### config.mk
export PLATFORM = sky130hd
export DESIGN_NAME = nsa_seq
export DESIGN_NICKNAME = d
export VERILOG_FILES = /design/src/rtl/nsa_pkg.sv /design/src/rtl/nsa_seq.sv
export SDC_FILE = /design/constraint.sdc
export NUM_CORES = 1
export LEC_CHECK = 0
export BUFFER_PORTS_ARGS = -buffer_cell sky130_fd_sc_hd__buf_2
export CAP_MARGIN = 20
export CORE_MARGIN = 10
export CORE_UTILIZATION = 62
export CTS_CLUSTER_DIAMETER = 60
export CTS_CLUSTER_SIZE = 10
export DETAILED_ROUTE_END_ITERATION = 16
export GPL_ROUTABILITY_DRIVEN = 1
export PLACE_DENSITY_LB_ADDON = 0.2
export SLEW_MARGIN = 20
export SYNTH_ARGS = -nofsm -noshare
export SYNTH_HDL_FRONTEND = slang
export SYNTH_SLANG_ARGS = --single-unit
export TNS_END_PERCENT = 30
### constraint.sdc
create_clock -name clk -period 6.1 [get_ports clk]
set_clock_uncertainty 0.05 [all_clocks]
set_input_delay 0.305 -clock clk [delete_from_list [all_inputs] [get_ports clk]]
set_output_delay 0.305 -clock clk [all_outputs]
set_load 0.05 [all_outputs]
### src/rtl/nsa_pkg.sv
// ----------------------------------------------------------------------------
// nsa_pkg
// Shared types and constants for the NFA string acceptor: item codes, field
// widths, default sizes and the control bundle of the transition memory.
// ----------------------------------------------------------------------------
package nsa_pkg;

    // Default automaton size.
    localparam int STATES_DEF  = 64;
    localparam int SYMBOLS_DEF = 128;

    // Fixed field widths of the item and result ports.
    localparam int MODE_W      = 3;
    localparam int STATE_FLD_W = 6;
    localparam int SYM_FLD_W   = 7;
    localparam int VEC_W       = 64;

    // Item codes carried on the mode field.
    localparam logic [MODE_W-1:0] MODE_ADD     = 3'd0;
    localparam logic [MODE_W-1:0] MODE_ADD_ALL = 3'd1;
    localparam logic [MODE_W-1:0] MODE_SET_ACC = 3'd2;
    localparam logic [MODE_W-1:0] MODE_SYM     = 3'd3;
    localparam logic [MODE_W-1:0] MODE_QUERY   = 3'd4;

    // Enables of the two transition memory ports.
    typedef struct packed {
        logic wr_en;
        logic rd_en;
    } mem_ctl_t;

endpackage

### src/rtl/nsa_seq.sv
// ----------------------------------------------------------------------------
// nsa_seq
// Sequencer of the NFA string acceptor: clears the transition memory after
// reset, runs read-modify-write sweeps for transition loads, scans the rows
// of all states for a string symbol, and holds the result register.
// ----------------------------------------------------------------------------
module nsa_seq
    import nsa_pkg::*;
#(
    parameter int STATES  = STATES_DEF,
    parameter int SYMBOLS = SYMBOLS_DEF,
    parameter int ST_W    = $clog2(STATES),
    parameter int SYM_W   = $clog2(SYMBOLS),
    parameter int ADDR_W  = ST_W + SYM_W
)
(
    input  logic                   clk,
    input  logic                   rst_n,
    input  logic                   in_valid,
    output logic                   in_ready,
    input  logic [MODE_W-1:0]      mode,
    input  logic [STATE_FLD_W-1:0] src_state,
    input  logic [SYM_FLD_W-1:0]   symbol,
    input  logic [STATE_FLD_W-1:0] dst_state,
    input  logic                   accept_value,
    input  logic                   last,
    output logic                   out_valid,
    input  logic                   out_ready,
    output logic                   accepted,
    output logic [VEC_W-1:0]       final_states,
    output mem_ctl_t               mem_ctl,
    output logic [ADDR_W-1:0]      mem_wr_addr,
    output logic [STATES-1:0]      mem_wr_data,
    output logic [ADDR_W-1:0]      mem_rd_addr,
    input  logic [STATES-1:0]      mem_rd_data
);

    typedef enum logic [2:0] {
        ST_CLEAR,
        ST_IDLE,
        ST_SWEEP,
        ST_DRAIN,
        ST_DONE
    } state_t;

    state_t              state_reg;
    logic [ADDR_W-1:0]   cnt_reg;
    logic [MODE_W-1:0]   op_reg;
    logic [ST_W-1:0]     src_idx_reg;
    logic [SYM_W-1:0]    sym_idx_reg;
    logic [STATES-1:0]   dst_bit_reg;
    logic                last_reg;
    logic                rd_pend_reg;
    logic [ADDR_W-1:0]   rd_addr_q_reg;
    logic [STATES-1:0]   acc_reg;
    logic [STATES-1:0]   active_reg;
    logic [STATES-1:0]   flags_reg;
    logic                res_acc_reg;
    logic [STATES-1:0]   res_set_reg;
    logic                out_valid_reg;
    logic                accepted_reg;
    logic [STATES-1:0]   final_reg;

    logic [ST_W+STATE_FLD_W-1:0] src_ext;
    logic [ST_W+STATE_FLD_W-1:0] dst_ext;
    logic [SYM_W+SYM_FLD_W-1:0]  sym_ext;
    logic [ST_W-1:0]             src_idx;
    logic [ST_W-1:0]             dst_idx;
    logic [SYM_W-1:0]            sym_idx;
    logic                        src_ok;
    logic                        dst_ok;
    logic                        sym_ok;
    logic [ADDR_W-1:0]           sweep_addr;
    logic                        sweep_last;
    logic                        rd_is_add;
    logic [ST_W-1:0]             rd_state;
    logic [STATES-1:0]           acc_next;

    // Field decode: range checks on the full field, then narrow indexes.
    assign src_ext = {{ST_W{1'b0}}, src_state};
    assign dst_ext = {{ST_W{1'b0}}, dst_state};
    assign sym_ext = {{SYM_W{1'b0}}, symbol};
    assign src_idx = src_ext[ST_W-1:0];
    assign dst_idx = dst_ext[ST_W-1:0];
    assign sym_idx = sym_ext[SYM_W-1:0];
    assign src_ok  = 32'(src_state) < 32'(STATES);
    assign dst_ok  = 32'(dst_state) < 32'(STATES);
    assign sym_ok  = 32'(symbol) < 32'(SYMBOLS);

    always_comb
    begin
        case (op_reg)
            MODE_ADD_ALL:
            begin
                sweep_addr = {src_idx_reg, cnt_reg[SYM_W-1:0]};
                sweep_last = (cnt_reg == ADDR_W'(SYMBOLS - 1));
            end
            MODE_SYM:
            begin
                sweep_addr = {cnt_reg[ST_W-1:0], sym_idx_reg};
                sweep_last = (cnt_reg == ADDR_W'(STATES - 1));
            end
            default:
            begin
                sweep_addr = {src_idx_reg, sym_idx_reg};
                sweep_last = 1'b1;
            end
        endcase
    end

    // The row read in the previous cycle is either written back with the
    // destination added, or folded into the next active set.
    assign rd_is_add = rd_pend_reg && ((op_reg == MODE_ADD) || (op_reg == MODE_ADD_ALL));
    assign rd_state  = rd_addr_q_reg[ADDR_W-1 -: ST_W];
    assign acc_next  = (rd_pend_reg && (op_reg == MODE_SYM) && active_reg[rd_state])
                       ? (acc_reg | mem_rd_data) : acc_reg;

    always_comb
    begin
        mem_ctl.rd_en = (state_reg == ST_SWEEP);
        mem_rd_addr   = sweep_addr;
        if (state_reg == ST_CLEAR)
        begin
            mem_ctl.wr_en = 1'b1;
            mem_wr_addr   = cnt_reg;
            mem_wr_data   = '0;
        end
        else
        begin
            mem_ctl.wr_en = rd_is_add;
            mem_wr_addr   = rd_addr_q_reg;
            mem_wr_data   = mem_rd_data | dst_bit_reg;
        end
    end

    always_ff @(posedge clk or negedge rst_n)
    begin
        if (!rst_n)
        begin
            state_reg     <= ST_CLEAR;
            cnt_reg       <= '0;
            op_reg        <= MODE_ADD;
            src_idx_reg   <= '0;
            sym_idx_reg   <= '0;
            dst_bit_reg   <= '0;
            last_reg      <= 1'b0;
            rd_pend_reg   <= 1'b0;
            rd_addr_q_reg <= '0;
            acc_reg       <= '0;
            active_reg    <= STATES'(1);
            flags_reg     <= '0;
            res_acc_reg   <= 1'b0;
            res_set_reg   <= '0;
            out_valid_reg <= 1'b0;
            accepted_reg  <= 1'b0;
            final_reg     <= '0;
        end
        else
        begin
            rd_pend_reg   <= (state_reg == ST_SWEEP);
            rd_addr_q_reg <= sweep_addr;
            // A new item starts its accumulation from an empty set.
            acc_reg       <= (in_valid && in_ready) ? '0 : acc_next;
            if (out_valid_reg && out_ready && (state_reg != ST_DONE))
            begin
                out_valid_reg <= 1'b0;
            end

            unique case (state_reg)
                ST_CLEAR:
                begin
                    cnt_reg <= cnt_reg + 1'b1;
                    if (cnt_reg == {ADDR_W{1'b1}})
                    begin
                        state_reg <= ST_IDLE;
                    end
                end
                ST_IDLE:
                begin
                    if (in_valid)
                    begin
                        op_reg      <= mode;
                        src_idx_reg <= src_idx;
                        sym_idx_reg <= sym_idx;
                        dst_bit_reg <= STATES'(1) << dst_idx;
                        last_reg    <= last;
                        cnt_reg     <= '0;
                        unique case (mode)
                            MODE_ADD:
                            begin
                                if (src_ok && dst_ok && sym_ok)
                                begin
                                    state_reg <= ST_SWEEP;
                                end
                            end
                            MODE_ADD_ALL:
                            begin
                                if (src_ok && dst_ok)
                                begin
                                    state_reg <= ST_SWEEP;
                                end
                            end
                            MODE_SET_ACC:
                            begin
                                if (src_ok)
                                begin
                                    flags_reg[src_idx] <= accept_value;
                                end
                            end
                            MODE_SYM:
                            begin
                                if (sym_ok)
                                begin
                                    state_reg <= ST_SWEEP;
                                end
                                else if (last)
                                begin
                                    res_acc_reg <= 1'b0;
                                    res_set_reg <= '0;
                                    active_reg  <= STATES'(1);
                                    state_reg   <= ST_DONE;
                                end
                                else
                                begin
                                    active_reg <= '0;
                                end
                            end
                            MODE_QUERY:
                            begin
                                res_acc_reg <= flags_reg[0];
                                res_set_reg <= STATES'(1);
                                active_reg  <= STATES'(1);
                                state_reg   <= ST_DONE;
                            end
                            default:
                            begin
                            end
                        endcase
                    end
                end
                ST_SWEEP:
                begin
                    cnt_reg <= cnt_reg + 1'b1;
                    if (sweep_last)
                    begin
                        state_reg <= ST_DRAIN;
                    end
                end
                ST_DRAIN:
                begin
                    if ((op_reg == MODE_SYM) && last_reg)
                    begin
                        res_acc_reg <= |(acc_next & flags_reg);
                        res_set_reg <= acc_next;
                        active_reg  <= STATES'(1);
                        state_reg   <= ST_DONE;
                    end
                    else
                    begin
                        state_reg <= ST_IDLE;
                        if (op_reg == MODE_SYM)
                        begin
                            active_reg <= acc_next;
                        end
                    end
                end
                ST_DONE:
                begin
                    if (!out_valid_reg || out_ready)
                    begin
                        out_valid_reg <= 1'b1;
                        accepted_reg  <= res_acc_reg;
                        final_reg     <= res_set_reg;
                        state_reg     <= ST_IDLE;
                    end
                end
                default:
                begin
                    state_reg <= ST_IDLE;
                end
            endcase
        end
    end

    assign in_ready     = (state_reg == ST_IDLE);
    assign out_valid    = out_valid_reg;
    assign accepted     = accepted_reg;
    assign final_states = VEC_W'(final_reg);

    // A sweep never reads the row that is being written back in that cycle.
    a_no_rw_same_row: assert property (@(posedge clk) disable iff (!rst_n)
        (mem_ctl.rd_en && mem_ctl.wr_en) |-> (mem_rd_addr != mem_wr_addr))
        else $error("transition row read and written in the same cycle");

    // Outside the clearing pass a write always follows a read of that row.
    a_write_after_read: assert property (@(posedge clk) disable iff (!rst_n)
        (mem_ctl.wr_en && (state_reg != ST_CLEAR)) |-> $past(mem_ctl.rd_en))
        else $error("write-back without a preceding read");

    // Every reported verdict leaves the active set at state 0 alone.
    a_restart_after_result: assert property (@(posedge clk) disable iff (!rst_n)
        $rose(out_valid_reg) |-> (active_reg == STATES'(1)))
        else $error("active set not restarted after a verdict");

    // An accepting verdict needs at least one active state.
    a_accept_nonempty: assert property (@(posedge clk) disable iff (!rst_n)
        (out_valid_reg && accepted_reg) |-> (final_reg != '0))
        else $error("accepted with an empty final set");

    // Items are taken only outside the clearing pass.
    a_no_accept_in_clear: assert property (@(posedge clk) disable iff (!rst_n)
        (state_reg == ST_CLEAR) |=> ((state_reg == ST_CLEAR) || (cnt_reg == '0)))
        else $error("clearing pass left early");

endmodule

==> metrics, run 1 <==
Final Net Count=2,062; Placer Congestion=1.003; syn_area_per_cell=10.82 µm²; Synth top area share=57.28%; Post-Synthesis Cells=1,748; fin worst setup slack=2.531 ns; share of the yosys chip area belonging to registers=57.42%; Critical Path RT=6.51 ns; delay of the slowest critical-path stage=0.86 ns; Worst-Margin Slew=1.136 ns; crit path capture type=register; RSZ-0062 raised after global routing=false; cells on worst reg2reg path=8; I/O Pins=251; Clock Tree Buf Depth=3; post-synthesis cell area=18,920 µm²; first-pass GRT wire length=97,260 µm; Seq cells post-synth=434; Hold Slack=0.03218 ns; top_reg_cell synth=dfrtp_1; min-delay src=src_state[3]; synth unique cells=56; All-Layer GR Usage=33.38%; total routed wirelength=64,740 µm; max-cap viol count=0; setup violators final=0; worst hold path cell count=3; largest net degree at the start of global routing=170; Worst setup SP type=register; dpl hpwl=46,510 µm; Post-CTS Setup Repair Bufs=0; CTS Buf Count=49; fin util=73.34%; worst hold path type=in2reg; FP Rows=63; relative slew slack=24.26%; slowest stage cell, crit path=dfrtp_1; CP Max Fanout=42; Slew Viols, Final=0; min Tclk post-route=3.569 ns; die area=37,900 µm²; drt initial violations=1,930; hold endpoint=src_idx_reg[3]; Clock Latency Late Sink=0.57 ns; dpl ws=2.516 ns; WL per Instance=27.27 µm; layout cells sized above 1=26.89%; Ys Warns=0; CTS tree=yes; status=completed; Mapped Nets=1,841; # fillers=2,114; CTS H-Tree Depth=2; Core ar.=29,870 µm²; total gr overflow=0; 1st-pass router iterations=5; final std cells w/o fill=2,374; setup tns final=0 ns; CTS Sinks=434; PwrDens=396.0 nW/µm²; chip width=194.7 µm; CTS clk-pin slew, worst paths=0.06 ns; data arrival time of the critical path=3.98 ns; PostCTS Resize Cnt=0; Final Cycle Share=58.51%; cell total after placement=2,294; via count=15.22k; Reg2Reg Capture Point=res_set_reg[1]; Lkg Pwr=10.62 nW; maximum clock frequency=0.2802 GHz; worst-path cell chain=mux4_2, nand2_1, a32oi_1, nand4_1, o2bb2ai_4, buf_12, a21oi_1, o21ai_0; area occupied by registers=10,860 µm²; DR DRC count=0; Hold Fails Final Rpt=0; root buffer cell=clkbuf_16; R2R Path Start=rd_addr_q_reg[9]; vias in the first global route=15.54k; Hold-fix buffers, CTS=12; top cells by area, synth=dfrtp_1 (57%), mux2_2 (8.2%), nand2_1 (6.5%); IO Port Bufs=250; EDFF count, synth=0; Post-DRT Antenna Nets=0; CP Class=reg2reg; maximum vdd drop=0.2875 mV; die height=194.7 µm; register-to-register setup slack=2.53 ns; Via-to-Cell Ratio=6.412; area of the multi-input gates=7645 µm²; antenna violations before repair=1; ys async rst share=100.0%; Area growth syn-to-layout=15.84%; initial core utilization=63.32%; Synth area leader=dfrtp_1
[worst max path at each step]
stage	startpoint	end	slack (ns)	cells after the start
CTS	state_reg[2]	mem_wr_data[55]	2.47	5
finish	rd_addr_q_reg[9]	res_set_reg[1]	2.53	8
global placement	rd_addr_q_reg[9]	res_set_reg[9]	2.71	8
floorplan	state_reg[2]	flags_reg[7]	3.59	9
global route	rd_addr_q_reg[9]	res_set_reg[1]	2.36	8
detailed placement	rd_addr_q_reg[9]	res_set_reg[1]	2.52	8
[synthesized netlist by cell type (5+ instances only)]
cell type,number
a21oi_1,26
nand3_1,23
mux2_1,15
mux4_2,16
and3_1,6
a22o_1,15
a21oi_4,40
nor2b_1,8
nand4_1,14
nand2_1,328
mux2_2,137
inv_1,5
a221oi_1,15
o31ai_1,64
a22oi_1,33
dfrtp_1,433
mux2i_1,6
clkbuf_1,83
o21ai_1,82
nor2_1,255
o21ai_0,62
nand2b_1,8
buf_6,7
buf_1,11
[cell usage in the layout (no fill, tap or decap), drive strengths merged, types with 15 or more instances in the layout]
master  Yosys  final
a22oi      33     33
nand3      23     23
o31ai      64     64
clkbuf     83     60
a21oi      66     66
buf        23    264
mux2      152    152
nand2     328    328
o21ai     144    144
a221oi     15     15
nor2      257    257
dfrtp     433    433
a22o       15     15
mux4       16     16
[final cells by class]
| type | count | area share, % |
|---|---|---|
| Timing Repair Buffer | 276 | 7.064 |
| Tap cell | 390 | 2.227 |
| Sequential cell | 434 | 49.57 |
| Inverter | 5 | 0.08566 |
| Antenna cell | 2 | 0.02284 |
| Clock inverter | 4 | 0.3084 |
| Clock buffer | 60 | 5.830 |
| Multi-Input combinational cell | 1203 | 34.89 |
[layer usage]
layer | up-vias | track usage (%) | wire, µm
li1 | 6485 | - | -
met1 | 7696 | 44.17 | 25350
met2 | 885 | 49.83 | 28930
met3 | 157 | 11.70 | 7846
met4 | 0 | 12.52 | 2621
met5 | - | 0 | 0
[power breakdown]
part / leakage [nW] / switching (mW) / internal [mW] / total, mW
Combinational: 3.97 / 2.10 / 0.626 / 2.73
Sequential: 5.99 / 0.230 / 3.08 / 3.31
Clock: 0.656 / 1.14 / 1.50 / 2.64
[logic make-up after synthesis]
group / count (synthesis) / share of synthesized area, %
xor gates and xnor gates: 3 / 0.1389
DFF: 434 / 57.42
adders and majority gates: 1 / 0.06614
muxes: 174 / 11.27
AOI/OAI and AO/OA: 351 / 13.84
and+or+nand+nor: 674 / 14.74
buffers and inverters: 111 / 2.527
[per-stage QoR]
step,cell area [µm²],power [mW]
2_1_floorplan,18920,5.219
3_3_place_gp,20390,5.985
3_5_place_dp,20390,6.023
4_1_cts,21850,8.623
5_1_grt,21910,8.963
6_report,21910,8.676
[worst max-delay path: cells and delay by family, from the launching register on]
| kind | cells | cell delay (ns) |
|---|---|---|
| AND/OR/NAND/NOR | 2 | 0.25 |
| multiplexers | 1 | 0.34 |
| buffers and inverters | 1 | 0.47 |
| AO/OA/AOI/OAI | 4 | 1.48 |
| flip-flops | 1 | 0.86 |
No activity file was read; power rests on OpenSTA's default activity.
==> inputs of run 2 (changes only) <==
--- a/config.mk
+++ b/config.mk
@@ -8,7 +8,7 @@
 export BUFFER_PORTS_ARGS = -buffer_cell sky130_fd_sc_hd__buf_2
 export CAP_MARGIN = 20
 export CORE_MARGIN = 10
-export CORE_UTILIZATION = 62
+export CORE_UTILIZATION = 58
 export CTS_CLUSTER_DIAMETER = 60
 export CTS_CLUSTER_SIZE = 10
 export DETAILED_ROUTE_END_ITERATION = 16
==> constraint.sdc (replaced) <==
create_clock -name clk -period 3.4 [get_ports clk]
set_clock_uncertainty 0.05 [all_clocks]
set_input_delay 0.17 -clock clk [delete_from_list [all_inputs] [get_ports clk]]
set_output_delay 0.17 -clock clk [all_outputs]
set_load 0.05 [all_outputs]
==> metrics, run 2 (synthesis results as in run 1) <==
Critical Path RT=3.18 ns; All-Layer GR Usage=31.57%; total gr overflow=0; Inserted Diodes=0; setup tns final=0 ns; status=completed; max-cap viol count=0; min Tclk post-route=3.132 ns; Final Power=15.69 mW; layout cells sized above 1=26.84%; Via-to-Cell Ratio=6.158; 1st-pass router iterations=6; cells on worst reg2reg path=8; Cell Area, Placed=20,720 µm²; CTS clk-pin slew, worst paths=0.05 ns; PwrDens=689.7 nW/µm²; Final Cycle Share=92.13%; Slew Viols, Final=0; worst hold path cell count=3; root buffer cell=clkbuf_16; largest net degree at the start of global routing=90; drt initial violations=1,502; setup violators final=0; Top delay family on crit path=simple AND/OR/NAND/NOR gates; R2R Path Start=rd_addr_q_reg[8]; DR DRC count=0; CP Max Fanout=55; Clock Tree Buf Depth=3; Hold Fails Final Rpt=0; CTS tree=yes; first-pass GRT wire length=98,140 µm; vias in the first global route=15.35k; CTS Sinks=434; Post-DRT Antenna Nets=0; Lkg Pwr=10.97 nW; FP Rows=66; crit path capture type=output pin; Area growth syn-to-layout=20.23%; worst hold path type=in2reg; die area=40,240 µm²; CTS Buf Count=49; via count=15.39k; worst-path cell chain=or2_2, nor2_4, buf_12, nor2_1, buf_2; antenna violations before repair=0; I/O Pins=251; most common cell after layout, fill and taps aside=dfrtp_1; chip width=200.6 µm; initial core utilization=58.43%; Worst setup SP type=register; # fillers=2,480; Core ar.=32,370 µm²; CP Depth=5; CTS H-Tree Depth=2; most frequent cells in the layout=dfrtp_1 (433), nand2_1 (325), nor2_1 (254), buf_2 (249), mux2_2 (137); CP Class=reg2out; maximum clock frequency=0.3193 GHz; PostCTS Resize Cnt=0; Clock Latency Late Sink=0.56 ns; WL per Instance=25.72 µm; area of the multi-input gates=7645 µm²; maximum vdd drop=0.6136 mV; Critical path buffers and inverters=2; total routed wirelength=64,270 µm; die height=200.6 µm; area occupied by registers=10,860 µm²; Placer Congestion=1.035; relative slew slack=27.05%; data arrival time of the critical path=2.91 ns; RSZ-0062 raised after global routing=false; Worst-Margin Slew=1.094 ns; dpl hpwl=47,220 µm; min-delay src=mem_rd_data[59]; Final Net Count=2,135; Design Area, Final=22,740 µm²; IO Port Bufs=250; slowest stage cell, crit path=nor2_4; Critical Path Source=state_reg[2]; delay of the slowest critical-path stage=0.68 ns
-- run 2: changes by cell type in the layout (fill, tap and decap cells not counted), sizes merged --
cell | before | now
dlygate4sd3 | 12 | 66
diode | 2 | 0
buf | 264 | 283
clkbuf | 60 | 65
inv | 8 | 6
bufinv | 1 | 0
-- run 2: worst register-to-register path: cells and delay by family (launching register included) --
family                 cells  cell delay, ns
AOI/OAI and AO/OA          4            0.96
buffers and inverters      2            0.43
DFF                        1            0.46
muxes                      2            0.85
-- run 2: worst paths after layout --
check	endpoint	slack, ns
max in group asynchronous	rd_addr_q_reg[4]	2.25
worst max-delay path	mem_wr_data[26]	0.27
worst max register to register	active_reg[56]	0.51
min in group asynchronous	final_states[34]	0.13
worst min-delay path	acc_reg[59]	0.02
worst min register to register	active_reg[10]	0.42
-- run 2: area by class of cell --
cell class,count,area share [%]
Clock buffer,65,5.931
Clock inverter,1,0.03851
Inverter,5,0.08252
Multi-Input combinational cell,1203,33.61
Sequential cell,434,47.76
Tap cell,442,2.432
Timing Repair Buffer,349,10.14
-- run 2: where the power goes --
part	switching, mW	internal [mW]
clock	1.98	2.72
combinational	3.84	1.26
sequential	0.352	5.53
-- run 2: timing repair --
action,in CTS,in global routing
hold endpoints to repair,170,0
setup buffers,0,0
hold buffers,66,0
-- run 2: metrics by stage --
stage	hold slack (ns)	utilization, %	std cells	worst slack, ns
floorplan	-0.1756	-	1748	0.8923
global placement	0.1066	64.02	2367	0.5715
detailed placement	0.1088	64.02	2367	0.4941
CTS	0.001917	70.26	2499	0.3097
global route	0.02465	70.26	2499	0.1875
finish	0.01886	70.26	2499	0.2677
-- run 2: routing by layer --
layer | track usage [%] | routed length (µm)
met1 | 43.68 | 26360
met5 | 0 | 0
met3 | 7.407 | 6504
met4 | 10.52 | 2131
met2 | 48.33 | 29280
